`config.mk`:
```
export PLATFORM = sky130hd
export DESIGN_NAME = keypad_matrix_scan_irq
export DESIGN_NICKNAME = d
export VERILOG_FILES = /design/src/hw/rtl/kmsi_pkg.sv /design/src/hw/rtl/kmsi_in_stage.sv /design/src/hw/rtl/kmsi_key_matrix.sv /design/src/hw/rtl/kmsi_irq_ctrl.sv /design/src/hw/rtl/keypad_matrix_scan_irq.sv
export SDC_FILE = /design/constraint.sdc
export NUM_CORES = 1
export LEC_CHECK = 0
export BUFFER_PORTS_ARGS = -buffer_cell sky130_fd_sc_hd__clkbuf_2
export CORE_MARGIN = 2
export CORE_UTILIZATION = 50
export DETAILED_ROUTE_END_ITERATION = 12
export PLACE_DENSITY_LB_ADDON = 0.3
export SLEW_MARGIN = 10
export SYNTH_ARGS = -nofsm -noshare
export SYNTH_HDL_FRONTEND = slang
export SYNTH_SLANG_ARGS = --single-unit
export TNS_END_PERCENT = 10
```
`constraint.sdc`:
```
create_clock -name clk -period 1.6 [get_ports clk]
set_input_delay 0.32 -clock clk [delete_from_list [all_inputs] [get_ports clk]]
set_output_delay 0.32 -clock clk [all_outputs]
set_load 0.005 [all_outputs]
```
`src/hw/rtl/kmsi_pkg.sv`:
```
// Types and constants of the keypad matrix scanner.
`timescale 1ns / 1ps
package kmsi_pkg;

  typedef enum logic [1:0] {
    OP_KEY    = 2'd0,
    OP_SCAN   = 2'd1,
    OP_TICK   = 2'd2,
    OP_STATUS = 2'd3
  } op_t;

  typedef struct packed {
    op_t         op;
    logic [5:0]  key_index;
    logic        key_pressed;
    logic [15:0] write_value;
    logic [15:0] write_mask;
  } in_word_t;

  typedef struct packed {
    logic [7:0] sense_value;
    logic       irq_request;
    logic [7:0] status_read;
  } out_word_t;

  typedef struct packed {
    logic       en;
    logic [5:0] index;
    logic       pressed;
  } key_upd_t;

  localparam int          ROW_STRIDE    = 8;
  localparam int          IRQ_EN_BIT    = 6;
  localparam logic [7:0]  SENSE_IDLE    = 8'hFF;
  localparam logic [7:0]  STATUS_KEYPAD = 8'd2;
  localparam logic [7:0]  STATUS_NONE   = 8'd0;

endpackage

```
`src/hw/rtl/kmsi_in_stage.sv`:
```
// Input register stage of the keypad scanner.
`timescale 1ns / 1ps
module kmsi_in_stage (
  input  logic               clk,
  input  logic               rst,
  input  logic               in_valid,
  output logic               in_ready,
  input  kmsi_pkg::in_word_t in_word,
  input  logic               adv,
  output logic               proc_valid,
  output kmsi_pkg::in_word_t proc_word
);

  logic               held;
  kmsi_pkg::in_word_t word;

  // free slot, or the held word moves on this cycle
  assign in_ready   = !held || adv;
  assign proc_valid = held;
  assign proc_word  = word;

  always_ff @(posedge clk) begin
    if (rst) begin
      held <= 1'b0;
    end else if (in_ready) begin
      held <= in_valid;
    end
  end

  always_ff @(posedge clk) begin
    if (in_valid && in_ready) begin
      word <= in_word;
    end
  end

endmodule

```
`src/hw/rtl/kmsi_key_matrix.sv`:
```
// Key state array and sense byte formation.
`timescale 1ns / 1ps
module kmsi_key_matrix #(
  parameter int SCAN_ROWS  = 6,
  parameter int SENSE_COLS = 8
) (
  input  logic               clk,
  input  logic               rst,
  input  kmsi_pkg::key_upd_t key_upd,
  input  logic [7:0]         scan_reg,
  output logic [7:0]         sense
);

  logic [SCAN_ROWS-1:0][SENSE_COLS-1:0] key_down;
  logic [SENSE_COLS-1:0]                col_pull;

  genvar r, c;
  generate
    for (r = 0; r < SCAN_ROWS; r++) begin : g_row
      for (c = 0; c < SENSE_COLS; c++) begin : g_col
        // keys outside the matrix match no cell and are dropped
        always_ff @(posedge clk) begin
          if (rst) begin
            key_down[r][c] <= 1'b0;
          end else if (key_upd.en &&
                       key_upd.index == 6'(r * kmsi_pkg::ROW_STRIDE + c)) begin
            key_down[r][c] <= key_upd.pressed;
          end
        end
      end
    end

    for (c = 0; c < SENSE_COLS; c++) begin : g_sense
      logic [SCAN_ROWS-1:0] hit;
      for (r = 0; r < SCAN_ROWS; r++) begin : g_hit
        assign hit[r] = !scan_reg[r] && key_down[r][c];
      end
      assign col_pull[c] = |hit;
    end
  endgenerate

  // active low columns; columns beyond the matrix stay high
  always_comb begin
    sense = kmsi_pkg::SENSE_IDLE;
    sense[SENSE_COLS-1:0] = ~col_pull;
  end

endmodule

```
`src/hw/rtl/kmsi_irq_ctrl.sv`:
```
// Scan register, interrupt logic and result register.
`timescale 1ns / 1ps
module kmsi_irq_ctrl (
  input  logic                clk,
  input  logic                rst,
  input  logic                proc_valid,
  input  kmsi_pkg::in_word_t  proc_word,
  input  logic [7:0]          sense,
  output logic [7:0]          scan_reg,
  output logic                adv,
  output logic                out_valid,
  input  logic                out_ready,
  output kmsi_pkg::out_word_t out_word
);

  logic       fire;
  logic [7:0] scan_reg_next;
  logic [7:0] last_sense;
  logic [7:0] last_sense_next;
  logic       irq_flag;
  logic       irq_flag_next;
  logic [7:0] status_next;

  assign adv  = !out_valid || out_ready;
  assign fire = proc_valid && adv;

  always_comb begin
    scan_reg_next   = scan_reg;
    last_sense_next = last_sense;
    irq_flag_next   = irq_flag;
    status_next     = kmsi_pkg::STATUS_NONE;
    case (proc_word.op)
      kmsi_pkg::OP_KEY: begin
      end
      kmsi_pkg::OP_SCAN: begin
        if (|proc_word.write_mask[15:8]) begin
          scan_reg_next = proc_word.write_value[15:8];
        end
      end
      kmsi_pkg::OP_TICK: begin
        if (!scan_reg[kmsi_pkg::IRQ_EN_BIT]) begin
          irq_flag_next = 1'b0;
        end else if (last_sense == kmsi_pkg::SENSE_IDLE &&
                     sense != kmsi_pkg::SENSE_IDLE) begin
          irq_flag_next = 1'b1;
        end
        last_sense_next = sense;
      end
      kmsi_pkg::OP_STATUS: begin
        status_next = irq_flag ? kmsi_pkg::STATUS_KEYPAD : kmsi_pkg::STATUS_NONE;
      end
      default: begin
      end
    endcase
  end

  always_ff @(posedge clk) begin
    if (rst) begin
      scan_reg   <= 8'd0;
      last_sense <= kmsi_pkg::SENSE_IDLE;
      irq_flag   <= 1'b0;
      out_valid  <= 1'b0;
    end else begin
      if (fire) begin
        scan_reg   <= scan_reg_next;
        last_sense <= last_sense_next;
        irq_flag   <= irq_flag_next;
      end
      if (adv) begin
        out_valid <= proc_valid;
      end
    end
  end

  always_ff @(posedge clk) begin
    if (fire) begin
      out_word.sense_value <= last_sense_next;
      out_word.irq_request <= irq_flag_next;
      out_word.status_read <= status_next;
    end
  end

endmodule

```
`src/hw/rtl/keypad_matrix_scan_irq.sv`:
```
// Keypad matrix scanner with interrupt: top level.
`timescale 1ns / 1ps
// Takes one word per cycle while the output is not stalled, and returns
// exactly one result word for each. A word is registered at the input,
// handled from the input register (key update, scan register write, tick or
// status read) and its result registered at the output. The key array, scan
// register, last sense byte and interrupt flag update in the cycle the word
// leaves the input register, so every word sees the state left by the word
// before it. A stalled output backs up through the input register to
// in_ready.
module keypad_matrix_scan_irq #(
  parameter int SCAN_ROWS  = 6,
  parameter int SENSE_COLS = 8
) (
  input  logic                clk,
  input  logic                rst,
  input  logic                in_valid,
  output logic                in_ready,
  input  kmsi_pkg::in_word_t  in_word,
  output logic                out_valid,
  input  logic                out_ready,
  output kmsi_pkg::out_word_t out_word
);

  logic               adv;
  logic               proc_valid;
  kmsi_pkg::in_word_t proc_word;
  kmsi_pkg::key_upd_t key_upd;
  logic [7:0]         scan_reg;
  logic [7:0]         sense;

  assign key_upd.en      = proc_valid && adv && proc_word.op == kmsi_pkg::OP_KEY;
  assign key_upd.index   = proc_word.key_index;
  assign key_upd.pressed = proc_word.key_pressed;

  kmsi_in_stage u_in (
    .clk       (clk),
    .rst       (rst),
    .in_valid  (in_valid),
    .in_ready  (in_ready),
    .in_word   (in_word),
    .adv       (adv),
    .proc_valid(proc_valid),
    .proc_word (proc_word)
  );

  kmsi_key_matrix #(
    .SCAN_ROWS (SCAN_ROWS),
    .SENSE_COLS(SENSE_COLS)
  ) u_matrix (
    .clk     (clk),
    .rst     (rst),
    .key_upd (key_upd),
    .scan_reg(scan_reg),
    .sense   (sense)
  );

  kmsi_irq_ctrl u_ctrl (
    .clk       (clk),
    .rst       (rst),
    .proc_valid(proc_valid),
    .proc_word (proc_word),
    .sense     (sense),
    .scan_reg  (scan_reg),
    .adv       (adv),
    .out_valid (out_valid),
    .out_ready (out_ready),
    .out_word  (out_word)
  );

endmodule

```
Word-level counts from Yosys, hierarchy flattened. Index checks and enable logic that the tools add are counted.

Reductions and logical operators: 122. Multipliers: 0. Equal/unequal tests: 52. $add $sub $neg: 0. Shift-type cells: 0. Div/mod/pow operators: 0. Muxes and demuxes: 5. $lt $le $gt $ge: 0. Bitwise logic cells: 1.

Operators by type and width (count): logical AND 1 bit (100); equality test 6 x 5 -> 1 bit, second input constant (16); equality test 6 bit, second input constant (16); equality test 6 x 4 -> 1 bit, second input constant (8); OR reduction 6 bit (8); equality test 6 x 3 -> 1 bit, second input constant (4); equality test 6 x 2 -> 1 bit, second input constant (2); equality test 8 bit, second input constant (1); zero test 1 bit (8); 2-to-1 mux 8 bit (1); != test 8 bit, second input constant (1); NOT 8 bit (1); OR reduction 8 bit (1); equality test 6 x 1 -> 1 bit, second input constant (1); zero test 6 bit (1); equality test 2 bit, second input constant (2); 2-to-1 mux 1 bit (3); AND reduction 3 bit (1); equality test 2 x 1 -> 1 bit, second input constant (1); zero test 2 bit (1); logical OR 1 bit (2); 2-to-1 mux 2 bit (1).

RAM bits: 0. Word-level logic and storage cells: 241. Output and inout bits: 19. Memories kept: 0. Register bits after elaboration: 123. Bits of input ports: 45. Bits in read-only memories: 0. Bits in latches: 0.

Longest topological paths before layout.
Word-level depth: 9. Gate-level depth with buffers: 7. Depth with buffers taken out: 6.

Hierarchy. Synthesis repeated with hierarchy kept, for this count alone.

Cell total of the unflattened synthesis: 486. Area total of the unflattened synthesis: 5301.3 um^2.

By module, submodules not included: kmsi_key_matrix (area each 2695.1 um^2, seq. area each 960.9 um^2, cells an instance 317, instances 1); kmsi_irq_ctrl (area each 1307.5 um^2, seq. area each 660.6 um^2, cells an instance 122, instances 1); kmsi_in_stage (area each 1286.2 um^2, seq. area each 1251.2 um^2, cells an instance 46, instances 1); keypad_matrix_scan_irq (area each 12.5 um^2, seq. area each 0.0 um^2, cells an instance 1, instances 1).

Worst setup path before layout. Ideal clock, no wire load.

Path type: input to register. From: input out_ready. To: register u_ctrl.last_sense[0]. Slack: -0.001 ns. Setup time: 0.120 ns. Data required time: 1.480 ns. Arrival: 1.481 ns. Stages: 5. Cells stage by stage: nand2b_1 -> nand2_1 -> buf_2 -> clkinv_1 -> a211o_1.

Word-level cells in the longest chain between the ends: 2.

RTL lines: start: declaration (RTL line keypad_matrix_scan_irq.sv:21) `input logic out_ready,`; logical OR 1 bit (RTL line kmsi_irq_ctrl.sv:24) `assign adv = !out_valid || out_ready;`; logical AND 1 bit (RTL line kmsi_irq_ctrl.sv:25) `assign fire = proc_valid && adv;`; via u_ctrl.fire (RTL line kmsi_irq_ctrl.sv:16) `logic fire;`; end signal: assignment (RTL line kmsi_irq_ctrl.sv:60) `last_sense <= kmsi_pkg::SENSE_IDLE;`; end signal: assignment (RTL line kmsi_irq_ctrl.sv:66) `last_sense <= last_sense_next;`; end: declaration (RTL line kmsi_irq_ctrl.sv:18) `logic [7:0] last_sense;`.

The timed path passes the listed nets, and every way through them passes these cells. A chain may end at the register's enable or synchronous reset.

Worst setup path in the final report.
From: register u_in.word (netlist bit u_in.proc_word[40]). To: register u_matrix.key_down[30] (netlist bit).

Word-level cells in the longest chain between the ends: 3.

RTL lines: start: declaration (RTL line kmsi_in_stage.sv:15) `kmsi_pkg::in_word_t word;`; start signal: assignment (RTL line kmsi_in_stage.sv:32) `word <= in_word;`; zero test 2 bit (RTL line keypad_matrix_scan_irq.sv:32) `assign key_upd.en = proc_valid && adv && proc_word.op == kmsi_pkg::OP_KEY;`; logical AND 1 bit (RTL line keypad_matrix_scan_irq.sv:32); logical AND 1 bit (RTL line kmsi_key_matrix.sv:25) `end else if (key_upd.en &&`; end signal: indexed assignment (RTL line kmsi_key_matrix.sv:27) `key_down[r][c] <= key_upd.pressed;`; end: declaration (RTL line kmsi_key_matrix.sv:14) `logic [SCAN_ROWS-1:0][SENSE_COLS-1:0] key_down;`.

Every way passes these cells.

==> flow_summary.json <==
{
  "critical-path-top-delay-family": "simple AND/OR/NAND/NOR gates",
  "core-area_sq_mm": 0.008593,
  "fp.dieW_um": 97.56,
  "hpwl_mm": 6.173,
  "whs_ns": 0.1185,
  "via_count": 3435,
  "layout_common_cells": "nor2_1, dfxtp_1, nand2_1",
  "fin_tns_setup_ns": -1.809,
  "routed-wl-met2_mm": 4.920,
  "syn-cell-area_sq_mm": 0.004377,
  "min_to": "u_in.proc_word[32]",
  "outcome": "finished with violations",
  "cp-end-kind": "register",
  "rows": 34,
  "fin_util": 0.6478,
  "drive_gt1_frac": 0.2884,
  "cpMostUsedCell": "buf_6",
  "final_common_cell": "nor2_1",
  "synth.largest_area_cell": "dfxtp_1",
  "crit_buf_inv": 3,
  "leakage_nw": 2.271,
  "peakVddDrop_v": 0.0004564,
  "cap_violations": 0,
  "met3WireLength_um": 562,
  "gp_congestion": 0.8547,
  "worstHoldStart": "in_word[32]",
  "setup_ws_ns": -0.1199,
  "worstSkewPairLatency_ns": 0.37,
  "yosysTopAreaCellShare": 0.3019,
  "crit_required_ns": 1.90,
  "power_mw": 4.842,
  "synth_warnings": 0,
  "root_buffer": "clkbuf_8",
  "violations": "setup timing",
  "hp-class": "input pin to register",
  "die_y_um": 97.56,
  "grt_start_max_net_pins": 49,
  "synth_area_per_cell_sq_um": 9.473,
  "synthCells": 462,
  "clockBufferDepth": 2,
  "grt_pass1_wl_mm": 15.33,
  "min_period_ns": 1.720,
  "numPortBuffers": 39,
  "cellPowerDensity_mw_per_mm2": 869.7,
  "largest_register_ffs": 48,
  "setup_viol": 36,
  "synthTopCellsByArea": "dfxtp_1, edfxtp_1, mux2i_1",
  "r2r_cells": 8,
  "period_share": 1.075,
  "finalWirelength_mm": 9.807,
  "avgViaCountPerCell": 5.293,
  "clk_pin_slew_worst_paths_ns": 0.09,
  "min_path_cells": 1,
  "ys_seq_elements": 100,
  "r2r_start": "u_in.proc_word[40]",
  "ys_seq_area_frac": 0.5352,
  "relSlewSlack": 0.6515,
  "max_freq_ghz": 0.5814,
  "antennaDiodeCount": 0,
  "cts.sinks": 100,
  "track_usage": 0.2020,
  "dieArea_sq_mm": 0.009518,
  "worst_ep_arrival_time_ns": 2.02,
  "largest-register": "u_matrix.key_down",
  "rsz0062_at_grt": "yes",
  "overflow": 0,
  "synth_cell_type_count": 35,
  "finClkSkew_ns": 0.008468,
  "drt-pass1-iter-count": 4,
  "first_iter_violations": 249,
  "met1_length_mm": 4.173,
  "worstMarginPinSlew_ns": 0.5180,
  "antenna_left": 0,
  "grt_pass1_vias": 3210,
  "path_class": "register to register",
  "post_drt_wl_per_cell_um": 15.11,
  "drc": 0,
  "crit_path_start_kind": "register",
  "initial_core_util": 0.5093,
  "crit_fanout": 6,
  "hold_viol": 0,
  "cts_tree": "built",
  "finish.net_count": 581,
  "syn_to_final_growth_pct": 27.19,
  "cts_made_buffers": 9,
  "pre_cts_slack_ns": -0.3399,
  "rrSetupSlack_ns": -0.12,
  "critical_path.max_stage_delay_ns": 0.48,
  "cts_max_level": 3,
  "maxSlewViolCount": 0,
  "antenna_found_initial": 0,
  "path_cells": "nor2_4 > nand3_4 > nor3b_4 > buf_6 > buf_6 > clkbuf_16 > nand3_2 > a21oi_2",
  "top_layer": "met4",
  "slowest_stage": "edfxtp_1",
  "io_pins": 64,
  "reg2reg_to": "u_matrix.key_down[30]"
}
==> cell type report <==
class | count | area, sq um
repair buffers | 88 | 762.0
inverters | 50 | 188.9
fillers | 677 | 3027
clock inverters | 6 | 87.58
flip-flops and latches | 100 | 2352
well taps | 108 | 135.1
clock buffers | 10 | 127.6
multi-input cells | 287 | 1913
==> per-layer routing <==
metal / global-route usage / up-vias
met2: 0.3448 / 101
li1: - / 1684
met1: 0.2569 / 1637
met3: 0.04388 / 13
met5: 0 / -
met4: 0.06197 / 0
==> worst reg2reg max path, delay by kind of cell, from the launching register on <==
family,cells,cell delay [ns]
AOI/OAI and AO/OA,1,0.15
buffers and inverters,3,0.41
DFF,1,0.48
and+or+nand+nor,4,0.61
==> power breakdown <==
part	total (mW)	switching (mW)	internal (mW)
combinational	0.338	0.183	0.155
clock	1.76	0.880	0.882
sequential	2.74	0.0485	2.69
==> worst max path at each step <==
| stage | start | to | slack [ns] | cells after the start |
|---|---|---|---|---|
| detailed placement | u_ctrl.scan_reg[1] | u_ctrl.out_word[8] | -0.34 | 6 |
| CTS | u_ctrl.scan_reg[5] | u_ctrl.out_word[8] | -0.05 | 7 |
| global placement | u_ctrl.scan_reg[1] | u_ctrl.out_word[8] | -0.33 | 6 |
| global route | u_in.proc_word[40] | u_matrix.key_down[23] | -0.20 | 8 |
| finish | u_in.proc_word[40] | u_matrix.key_down[30] | -0.12 | 8 |
| floorplan | u_ctrl.scan_reg[3] | u_ctrl.out_word[8] | 0.007 | 5 |
==> synth_stat cells <==
cell type and count:
dfxtp_1 66, nand2_1 66, nor2_1 62, inv_1 49, mux2i_1 46, edfxtp_1 34, o22ai_1 25, nor3_1 13
a21oi_1 10, clkbuf_1 10, buf_4 9, nand3_1 9, buf_2 8, and2_1 7, a211o_1 6, mux2_2 6
nand2b_1 5, nor4_1 4, nand4_1 3, o21ai_1 3, or3_1 3, buf_1 2, buf_6 2, nor3b_4 2
o21bai_1 2, a2111oi_4 1, and3_1 1, clkinv_1 1, conb_1 1, nand3_2 1, nor2_2 1, nor2b_1 1
nor3_4 1, o21ai_0 1, o31ai_1 1
==> stage by stage <==
step           cells  instance area (sq um)
2_1_floorplan    468                   4400
3_3_place_gp     623                   4986
3_5_place_dp     623                   4986
4_1_cts          642                   5364
5_1_grt          649                   5567
6_report         649                   5567
==> what timing repair did <==
action                     CTS  global route
gates resized for setup     32            26
hold buffers                 0             0
pin swaps                    8             8
setup endpoints to repair   56            63
gates cloned                 0             3
setup buffers                4             4
==> cells by family after synthesis <==
logic type,share of synthesized area
other,0.0008568
AOI/OAI and AO/OA,0.07518
and+or+nand+nor,0.1853
muxes,0.1206
DFF,0.5352
buffers and inverters,0.08290
(Power assumes the default switching activity.)
